## src/design/plq_pkg.sv

```systemverilog
// ----------------------------------------------------------------------------
// plq_pkg
// Word types, codes and control structs of the priority transmit queue.
// ----------------------------------------------------------------------------
`default_nettype none

package plq_pkg;

   localparam int PRIO_W  = 8;
   localparam int FIELD_W = 32;
   localparam int OCC_W   = 7;

   localparam logic OP_INSERT = 1'b0;
   localparam logic OP_REMOVE = 1'b1;

   typedef struct packed {
      logic               op;
      logic [PRIO_W-1:0]  priority_req;
      logic [FIELD_W-1:0] payload;
   } req_type;

   typedef struct packed {
      logic               done_res;
      logic [FIELD_W-1:0] removed_payload;
      logic               head_valid;
      logic [FIELD_W-1:0] head_payload;
      logic [PRIO_W-1:0]  head_priority;
      logic [OCC_W-1:0]   occupancy;
   } rsp_type;

   typedef enum logic [2:0] {
      S_IDLE,
      S_WALK,
      S_LINK_NEW,
      S_LINK_PRED,
      S_POP_NEXT,
      S_POP_HEAD,
      S_RESP
   } state_type;

   typedef struct packed {
      logic link_we;
      logic data_we;
   } store_wr_type;

   typedef struct packed {
      logic start;
      logic set_en;
      logic clear_en;
   } scan_ctrl_type;

   typedef struct packed {
      logic busy;
      logic found;
   } scan_status_type;

endpackage

`default_nettype wire

```

## src/design/plq_store.sv

```systemverilog
// ----------------------------------------------------------------------------
// plq_store
// Slot memory: next link, priority and payload, one write and one read port.
// ----------------------------------------------------------------------------
`default_nettype none

module plq_store #(
   parameter int DEPTH = 64,
   parameter int IDX_W = 6,
   parameter int PAY_W = 32
) (
   input  wire                          clock,
   input  plq_pkg::store_wr_type        wr_ctrl,
   input  wire [IDX_W-1:0]              wr_addr,
   input  wire [IDX_W-1:0]              wr_next,
   input  wire [plq_pkg::PRIO_W-1:0]    wr_prio,
   input  wire [PAY_W-1:0]              wr_pay,
   input  wire [IDX_W-1:0]              rd_addr,
   output logic [IDX_W-1:0]             rd_next,
   output logic [plq_pkg::PRIO_W-1:0]   rd_prio,
   output logic [PAY_W-1:0]             rd_pay
);

   logic [IDX_W-1:0]           next_mem [DEPTH];
   logic [plq_pkg::PRIO_W-1:0] prio_mem [DEPTH];
   logic [PAY_W-1:0]           pay_mem  [DEPTH];

   logic [IDX_W-1:0]           rd_next_ff;
   logic [plq_pkg::PRIO_W-1:0] rd_prio_ff;
   logic [PAY_W-1:0]           rd_pay_ff;

   always_ff @(posedge clock) begin
      if (wr_ctrl.link_we) begin
         next_mem[wr_addr] <= wr_next;
      end
      if (wr_ctrl.data_we) begin
         prio_mem[wr_addr] <= wr_prio;
         pay_mem[wr_addr]  <= wr_pay;
      end
      rd_next_ff <= next_mem[rd_addr];
      rd_prio_ff <= prio_mem[rd_addr];
      rd_pay_ff  <= pay_mem[rd_addr];
   end

   assign rd_next = rd_next_ff;
   assign rd_prio = rd_prio_ff;
   assign rd_pay  = rd_pay_ff;

endmodule

`default_nettype wire

```

## src/design/plq_slot_scan.sv

```systemverilog
// ----------------------------------------------------------------------------
// plq_slot_scan
// Slot occupancy bits and a one-bit-per-cycle search for the lowest free slot.
// ----------------------------------------------------------------------------
`default_nettype none

module plq_slot_scan #(
   parameter int DEPTH = 64,
   parameter int IDX_W = 6
) (
   input  wire                       clock,
   input  wire                       reset,
   input  plq_pkg::scan_ctrl_type    ctrl,
   input  wire [IDX_W-1:0]           set_idx,
   input  wire [IDX_W-1:0]           clear_idx,
   output plq_pkg::scan_status_type  status,
   output logic [IDX_W-1:0]          free_slot
);

   logic [DEPTH-1:0] used_ff, used_in;
   logic [IDX_W-1:0] cnt_ff, cnt_in;
   logic             busy_ff, busy_in;
   logic             found_ff, found_in;

   always_comb begin
      used_in  = used_ff;
      cnt_in   = cnt_ff;
      busy_in  = busy_ff;
      found_in = found_ff;
      if (ctrl.set_en) begin
         used_in[set_idx] = 1'b1;
      end
      if (ctrl.clear_en) begin
         used_in[clear_idx] = 1'b0;
      end
      if (ctrl.start) begin
         cnt_in   = '0;
         busy_in  = 1'b1;
         found_in = 1'b0;
      end else if (busy_ff) begin
         // stop on the first free bit, cnt then holds the slot
         if (!used_ff[cnt_ff]) begin
            busy_in  = 1'b0;
            found_in = 1'b1;
         end else begin
            cnt_in = cnt_ff + IDX_W'(1);
         end
      end
   end

   always_ff @(posedge clock) begin
      if (reset) begin
         used_ff  <= '0;
         cnt_ff   <= '0;
         busy_ff  <= 1'b0;
         found_ff <= 1'b0;
      end else begin
         used_ff  <= used_in;
         cnt_ff   <= cnt_in;
         busy_ff  <= busy_in;
         found_ff <= found_in;
      end
   end

   assign status.busy  = busy_ff;
   assign status.found = found_ff;
   assign free_slot    = cnt_ff;

endmodule

`default_nettype wire

```

## src/design/priority_linked_tx_queue.sv

```systemverilog
// ----------------------------------------------------------------------------
// priority_linked_tx_queue
// Transmit queue kept as a linked list sorted by priority (smaller first).
//
// Request word: op (insert or remove head), priority_req, payload. It is
// taken when req_valid is high and req_stall is low; req_stall stays high
// while a word is being worked on, so one word is in flight at a time.
// Every request gives one response word with the outcome and the head and
// occupancy after the step, held in an output register until taken.
// Insert: walk past the entries of equal or smaller priority, then write the
// new entry into the lowest free slot once the search has found it and link
// the predecessor to it, a step skipped when it lands at the head. The walk
// follows the next links through the single read port of the slot memory,
// one entry per cycle, while the free slot search runs beside it.
// Remove: two memory reads, the old head's link, then the new head's data.
// A full insert or an empty remove goes straight to the response, done_res low.
// Reset empties the queue at once; slot memory is not cleared.
// A stalled response holds its word, and the block waits in the response
// state, with req_stall high, until the output register frees up.
// ----------------------------------------------------------------------------
`default_nettype none

module priority_linked_tx_queue #(
   parameter int QUEUE_DEPTH   = 64,
   parameter int PAYLOAD_WIDTH = 32
) (
   input  wire               clock,
   input  wire               reset,
   input  wire               req_valid,
   output logic              req_stall,
   input  plq_pkg::req_type  req_data,
   output logic              rsp_valid,
   input  wire               rsp_stall,
   output plq_pkg::rsp_type  rsp_data
);

   localparam int IDX_W = (QUEUE_DEPTH > 1) ? $clog2(QUEUE_DEPTH) : 1;
   localparam int CNT_W = $clog2(QUEUE_DEPTH + 1);

   plq_pkg::state_type         state_ff, state_in;
   plq_pkg::req_type           item_ff, item_in;
   logic [IDX_W-1:0]           head_ff, head_in;
   logic [CNT_W-1:0]           count_ff, count_in;
   logic [plq_pkg::PRIO_W-1:0] head_prio_ff, head_prio_in;
   logic [PAYLOAD_WIDTH-1:0]   head_pay_ff, head_pay_in;
   logic [IDX_W-1:0]           cur_ff, cur_in;
   logic [IDX_W-1:0]           pred_ff, pred_in;
   logic [CNT_W-1:0]           step_ff, step_in;
   logic                       done_ff, done_in;
   logic [PAYLOAD_WIDTH-1:0]   removed_ff, removed_in;
   logic                       rsp_valid_ff, rsp_valid_in;
   plq_pkg::rsp_type           rsp_data_ff, rsp_data_in;

   plq_pkg::store_wr_type      wr_ctrl;
   logic [IDX_W-1:0]           wr_addr;
   logic [IDX_W-1:0]           wr_next;
   logic [plq_pkg::PRIO_W-1:0] wr_prio;
   logic [PAYLOAD_WIDTH-1:0]   wr_pay;
   logic [IDX_W-1:0]           rd_addr;
   logic [IDX_W-1:0]           rd_next;
   logic [plq_pkg::PRIO_W-1:0] rd_prio;
   logic [PAYLOAD_WIDTH-1:0]   rd_pay;

   plq_pkg::scan_ctrl_type     scan_ctrl;
   plq_pkg::scan_status_type   scan_status;
   logic [IDX_W-1:0]           scan_slot;

   logic                       queue_full;
   logic                       queue_empty;

   plq_store #(
      .DEPTH (QUEUE_DEPTH),
      .IDX_W (IDX_W),
      .PAY_W (PAYLOAD_WIDTH)
   ) u_store (
      .clock   (clock),
      .wr_ctrl (wr_ctrl),
      .wr_addr (wr_addr),
      .wr_next (wr_next),
      .wr_prio (wr_prio),
      .wr_pay  (wr_pay),
      .rd_addr (rd_addr),
      .rd_next (rd_next),
      .rd_prio (rd_prio),
      .rd_pay  (rd_pay)
   );

   plq_slot_scan #(
      .DEPTH (QUEUE_DEPTH),
      .IDX_W (IDX_W)
   ) u_scan (
      .clock     (clock),
      .reset     (reset),
      .ctrl      (scan_ctrl),
      .set_idx   (scan_slot),
      .clear_idx (head_ff),
      .status    (scan_status),
      .free_slot (scan_slot)
   );

   assign queue_full  = (count_ff == CNT_W'(QUEUE_DEPTH));
   assign queue_empty = (count_ff == '0);

   always_comb begin
      state_in     = state_ff;
      item_in      = item_ff;
      head_in      = head_ff;
      count_in     = count_ff;
      head_prio_in = head_prio_ff;
      head_pay_in  = head_pay_ff;
      cur_in       = cur_ff;
      pred_in      = pred_ff;
      step_in      = step_ff;
      done_in      = done_ff;
      removed_in   = removed_ff;
      rsp_valid_in = rsp_valid_ff && rsp_stall;
      rsp_data_in  = rsp_data_ff;

      wr_ctrl   = '0;
      wr_addr   = scan_slot;
      wr_next   = cur_ff;
      wr_prio   = item_ff.priority_req;
      wr_pay    = PAYLOAD_WIDTH'(item_ff.payload);
      rd_addr   = head_ff;
      scan_ctrl = '0;

      case (state_ff)
         plq_pkg::S_IDLE: begin
            if (req_valid) begin
               item_in    = req_data;
               done_in    = 1'b0;
               removed_in = '0;
               step_in    = '0;
               cur_in     = head_ff;
               pred_in    = head_ff;
               if (req_data.op == plq_pkg::OP_INSERT) begin
                  if (queue_full) begin
                     state_in = plq_pkg::S_RESP;
                  end else begin
                     scan_ctrl.start = 1'b1;
                     state_in        = plq_pkg::S_WALK;
                  end
               end else begin
                  if (queue_empty) begin
                     state_in = plq_pkg::S_RESP;
                  end else begin
                     state_in = plq_pkg::S_POP_NEXT;
                  end
               end
            end
         end
         plq_pkg::S_WALK: begin
            // read data belongs to cur_ff; stop before the first larger priority
            if (step_ff == count_ff || rd_prio > item_ff.priority_req) begin
               state_in = plq_pkg::S_LINK_NEW;
            end else begin
               pred_in = cur_ff;
               cur_in  = rd_next;
               step_in = step_ff + CNT_W'(1);
               rd_addr = rd_next;
            end
         end
         plq_pkg::S_LINK_NEW: begin
            if (!scan_status.busy && scan_status.found) begin
               wr_ctrl.link_we  = 1'b1;
               wr_ctrl.data_we  = 1'b1;
               wr_addr          = scan_slot;
               wr_next          = (step_ff == '0) ? head_ff : cur_ff;
               scan_ctrl.set_en = 1'b1;
               count_in         = count_ff + CNT_W'(1);
               done_in          = 1'b1;
               if (step_ff == '0) begin
                  head_in      = scan_slot;
                  head_prio_in = item_ff.priority_req;
                  head_pay_in  = PAYLOAD_WIDTH'(item_ff.payload);
                  state_in     = plq_pkg::S_RESP;
               end else begin
                  state_in = plq_pkg::S_LINK_PRED;
               end
            end
         end
         plq_pkg::S_LINK_PRED: begin
            wr_ctrl.link_we = 1'b1;
            wr_addr         = pred_ff;
            wr_next         = scan_slot;
            state_in        = plq_pkg::S_RESP;
         end
         plq_pkg::S_POP_NEXT: begin
            // rd_next holds the old head's successor
            scan_ctrl.clear_en = 1'b1;
            removed_in         = head_pay_ff;
            done_in            = 1'b1;
            count_in           = count_ff - CNT_W'(1);
            head_in            = rd_next;
            rd_addr            = rd_next;
            state_in           = plq_pkg::S_POP_HEAD;
         end
         plq_pkg::S_POP_HEAD: begin
            head_prio_in = rd_prio;
            head_pay_in  = rd_pay;
            state_in     = plq_pkg::S_RESP;
         end
         plq_pkg::S_RESP: begin
            if (!rsp_valid_ff || !rsp_stall) begin
               rsp_valid_in                = 1'b1;
               rsp_data_in.done_res        = done_ff;
               rsp_data_in.removed_payload = plq_pkg::FIELD_W'(removed_ff);
               rsp_data_in.head_valid      = !queue_empty;
               rsp_data_in.head_payload    = queue_empty ? '0
                                           : plq_pkg::FIELD_W'(head_pay_ff);
               rsp_data_in.head_priority   = queue_empty ? '0 : head_prio_ff;
               rsp_data_in.occupancy       = plq_pkg::OCC_W'(count_ff);
               state_in                    = plq_pkg::S_IDLE;
            end
         end
         default: begin
            state_in = plq_pkg::S_IDLE;
         end
      endcase
   end

   always_ff @(posedge clock) begin
      if (reset) begin
         state_ff     <= plq_pkg::S_IDLE;
         head_ff      <= '0;
         count_ff     <= '0;
         rsp_valid_ff <= 1'b0;
      end else begin
         state_ff     <= state_in;
         head_ff      <= head_in;
         count_ff     <= count_in;
         rsp_valid_ff <= rsp_valid_in;
      end
   end

   always_ff @(posedge clock) begin
      item_ff      <= item_in;
      head_prio_ff <= head_prio_in;
      head_pay_ff  <= head_pay_in;
      cur_ff       <= cur_in;
      pred_ff      <= pred_in;
      step_ff      <= step_in;
      done_ff      <= done_in;
      removed_ff   <= removed_in;
      rsp_data_ff  <= rsp_data_in;
   end

   assign req_stall = (state_ff != plq_pkg::S_IDLE);
   assign rsp_valid = rsp_valid_ff;
   assign rsp_data  = rsp_data_ff;

endmodule

`default_nettype wire

```

## config.mk

```make
export PLATFORM = sky130hd
export DESIGN_NAME = priority_linked_tx_queue
export DESIGN_NICKNAME = d
export VERILOG_FILES = /design/src/design/plq_pkg.sv /design/src/design/plq_store.sv /design/src/design/plq_slot_scan.sv /design/src/design/priority_linked_tx_queue.sv
export SDC_FILE = /design/constraint.sdc
export NUM_CORES = 2
export LEC_CHECK = 0
export BUFFER_PORTS_ARGS = -buffer_cell sky130_fd_sc_hd__buf_2
export CORE_UTILIZATION = 30
export CTS_CLUSTER_SIZE = 25
export DETAILED_ROUTE_END_ITERATION = 10
export REMOVE_ABC_BUFFERS = 1
export SETUP_SLACK_MARGIN = 0.15
export SYNTH_ARGS = -nofsm -noshare
export SYNTH_HDL_FRONTEND = slang
export SYNTH_SLANG_ARGS = --single-unit
```

## constraint.sdc

```tcl
create_clock -name clock -period 9.1 [get_ports clock]
set_clock_uncertainty 0.1 [all_clocks]
set_input_delay 0.91 -clock clock [delete_from_list [all_inputs] [get_ports clock]]
set_output_delay 0.91 -clock clock [all_outputs]
set_load 0.005 [all_outputs]
```

==> impl_metrics.env <==
export IMPL_final_cell_mix="edfxtp_1 (3157), nand2_1 (1628), mux2i_1 (907)"
export IMPL_final_nets=9053
export IMPL_drive_gt1_share_pct=10.9
export IMPL_drv_slew=0
export IMPL_die_w_um=662
export IMPL_initial_core_util_pct=30.2
export IMPL_crit_path_end_kind="flip-flop"
export IMPL_wl_per_cell_um=25.2
export IMPL_netlist_instances=8845
export IMPL_grt_overflow_total=0
export IMPL_finalSetupViolCount=0
export IMPL_cp_slowest_stage_delay_ps=1010
export IMPL_hp_class="in2reg"
export IMPL_clock_sinks=3292
export IMPL_status="complete, no violations"
export IMPL_postRouteAntennaNets=0
export IMPL_crit_path_start_kind="flip-flop"
export IMPL_syn_mean_instance_area_um2=14.8
export IMPL_hold_viol=0
export IMPL_relSlewSlack_pct=6.21
export IMPL_drtPass1Iterations=6
export IMPL_max_cap_violations=0
export IMPL_rsz0062_at_grt="no"
export IMPL_min_period_ps=7500
export IMPL_worstHoldStart="req_data[18]"
export IMPL_worstPathCellList="buf_4, inv_1, ha_1, a211oi_2, nor2_1, nand4bb_1, a21o_4, a21oi_4, buf_4, buf_4, mux2i_1, mux2i_1, o22ai_1, o211ai_1, and3_1"
export IMPL_yosys_most_used_dff="edfxtp_1"
export IMPL_reg2reg_from="wr_prio[5]"
export IMPL_dp_hpwl_um=205000
export IMPL_finalNonFillerCells=15000
export IMPL_crit_type="reg2reg"
export IMPL_startpoint="wr_prio[5]"
export IMPL_cts_setup_buffers=0
export IMPL_grt_pass1_vias=73200
export IMPL_p_per_area_mw_per_mm2=398
export IMPL_async_flop_share_pct=0
export IMPL_num_rows=241
export IMPL_multiInputGateArea_mm2=0.0306
export IMPL_fin_hold_ws_ps=80.6
export IMPL_cts_resized=0
export IMPL_core_mm2=0.432
export IMPL_final_common_cell="edfxtp_1"
export IMPL_grt_max_degree=177
export IMPL_drc=0
export IMPL_ys_seq_area_share_pct=74.7
export IMPL_die_area_mm2=0.438
export IMPL_cts_tree="done"
export IMPL_htree_levels=5
export IMPL_seqCellArea_mm2=0.0975
export IMPL_cp_common_cell="buf_4"
export IMPL_grt_util_all_layers_pct=16.7
export IMPL_cp_required_ps=9830
export IMPL_tightestPinTransition_ps=1400
export IMPL_p_leak_nw=50.2
export IMPL_port_buffers=127
export IMPL_ctsHoldBuffers=0
export IMPL_vias=77700
export IMPL_clockBufferDepth=4
export IMPL_arrival_ps=8230
export IMPL_path_clk_slew_ps=60
export IMPL_drt_total_wl_um=378000
export IMPL_dp_cells=14400
export IMPL_area_growth_pct=14.2
export IMPL_synthesis_area_mm2=0.131
export IMPL_root_buffer="clkbuf_16"
export IMPL_ios=128
export IMPL_fin_crit_sh_pct=82.5
export IMPL_path_max_fanout=66
export IMPL_antenna_found_initial=31
export IMPL_synth_cell_types=77
export IMPL_grt_first_pass_wirelength_um=536000
export IMPL_pre_cts_ws_ps=1700
export IMPL_fmax_mhz=133
export IMPL_worst_slack_ps=1600
export IMPL_ys_ff_latch=3292
export IMPL_num_fill_cells=41100
export IMPL_place_congestion=0.845
export IMPL_via_per_inst=5.19
export IMPL_cp_slowest_cell="a21oi_4"
export IMPL_die_h_um=662
export IMPL_drtIter0Drc=10800
export IMPL_clk_latency_ps=900
export IMPL_irDropWorstVdd_mv=0.701
export IMPL_synth_warnings=0
export IMPL_cts_buffers_inserted=333
export IMPL_synth_edf_count=3157
[cells in the mapped netlist (19+ instances only)]
library cell	n	area share (%)
nand2_1	1637	4.7
nor3_1	20	0.077
and3_1	50	0.24
clkbuf_1	226	0.65
mux2i_1	907	7.0
a311oi_1	57	0.38
a21oi_1	181	0.69
dfxtp_1	135	2.1
o211ai_1	75	0.43
inv_1	131	0.38
buf_1	31	0.089
nor2_1	201	0.58
a211oi_1	289	1.7
nand3_1	711	2.7
buf_2	209	0.80
buf_4	67	0.39
buf_6	19	0.16
edfxtp_1	3157	73
a31oi_1	73	0.35
nor2b_1	48	0.23
and2_1	35	0.17
o22ai_1	104	0.50
mux2_2	40	0.34
nand4_1	49	0.23
o21ai_0	64	0.25
a32oi_1	72	0.48
a221oi_1	36	0.24
[cells by family (layout without fill, tap and decap cells)]
kind of cell	count (synthesis)	after routing	share of synthesized area (%)
AOI/OAI and AO/OA	1047	1047	5.68
other	0	23	0
and+or+nand+nor	2822	2822	9.38
muxes	957	957	7.47
DFF	3292	3292	74.7
buffers and inverters	686	1093	2.48
adders and majority gates	17	17	0.169
xor gates and xnor gates	24	24	0.161
[power breakdown]
| part | leakage, nW | switching (mW) | internal (mW) | total (mW) |
|---|---|---|---|---|
| combinational | 15.4 | 18.8 | 8.43 | 27.2 |
| clock | 5.22 | 5.81 | 7.86 | 13.7 |
| sequential | 29.6 | 0.355 | 18.2 | 18.5 |
[sequential cells by signal, summed over array words and instances (netlist names), 3 cells and up]
register and cells:
pred_ff 6, u_store.next_mem 384, u_store.pay_mem 2048, head_pay_ff 32, count_ff 7, head_ff 6, head_prio_ff 8, u_store.rd_next 6
u_scan.used_ff 64, u_store.rd_prio 8, removed_ff 32, rsp_data 81, wr_pay 32, wr_prio 8, step_ff 7, u_scan.free_slot 6
cur_ff 6, u_store.prio_mem 512, state_ff 3, u_store.rd_pay 32
[per-stage QoR]
step                area, um^2  power (mW)  TNS (ps)  util (%)
finish                  149000        59.4         0      34.5
global route            149000        62.0         0      34.5
CTS                     149000        59.5         0      34.5
detailed placement      138000        45.9         0      32.0
global placement        138000        45.8         0      32.0
floorplan               128000        30.8  -2596140         -
[cell type report]
| class | instances | share of cell area [%] |
|---|---|---|
| clock inverter | 178 | 1.23 |
| multi-input combinational | 4867 | 20.5 |
| tap | 5710 | 4.79 |
| antenna | 23 | 0.0386 |
| inverter | 133 | 0.336 |
| sequential | 3292 | 65.4 |
| timing repair buffer | 364 | 1.81 |
| clock buffer | 418 | 5.95 |
[path summary, 6_finish.rpt]
path                                            to  slack [ps]  cells after the start
worst min register to register        rsp_data[71]         320                      0
worst max register to register  u_store.rd_pay[29]        1600                     15
worst min-delay path                    wr_pay[18]          80                      1
worst max-delay path            u_store.rd_pay[29]        1600                     15
[critical path, delay by kind of cell (launching register included)]
| kind | cells | cell delay [ps] |
|---|---|---|
| buffers and inverters | 4 | 2210 |
| flip-flops | 1 | 320 |
| AND/OR/NAND/NOR | 3 | 940 |
| multiplexers | 2 | 400 |
| AO/OA/AOI/OAI | 5 | 2920 |
| adder cells (fa/ha/maj) | 1 | 420 |
[metal layers]
layer  share of wire (%)  track usage (%)
met1                  42             23.9
met2                  44             25.3
met3                 9.7             3.25
met4                 3.4             5.36
met5               0.016                0
(Power assumes the default switching activity.)
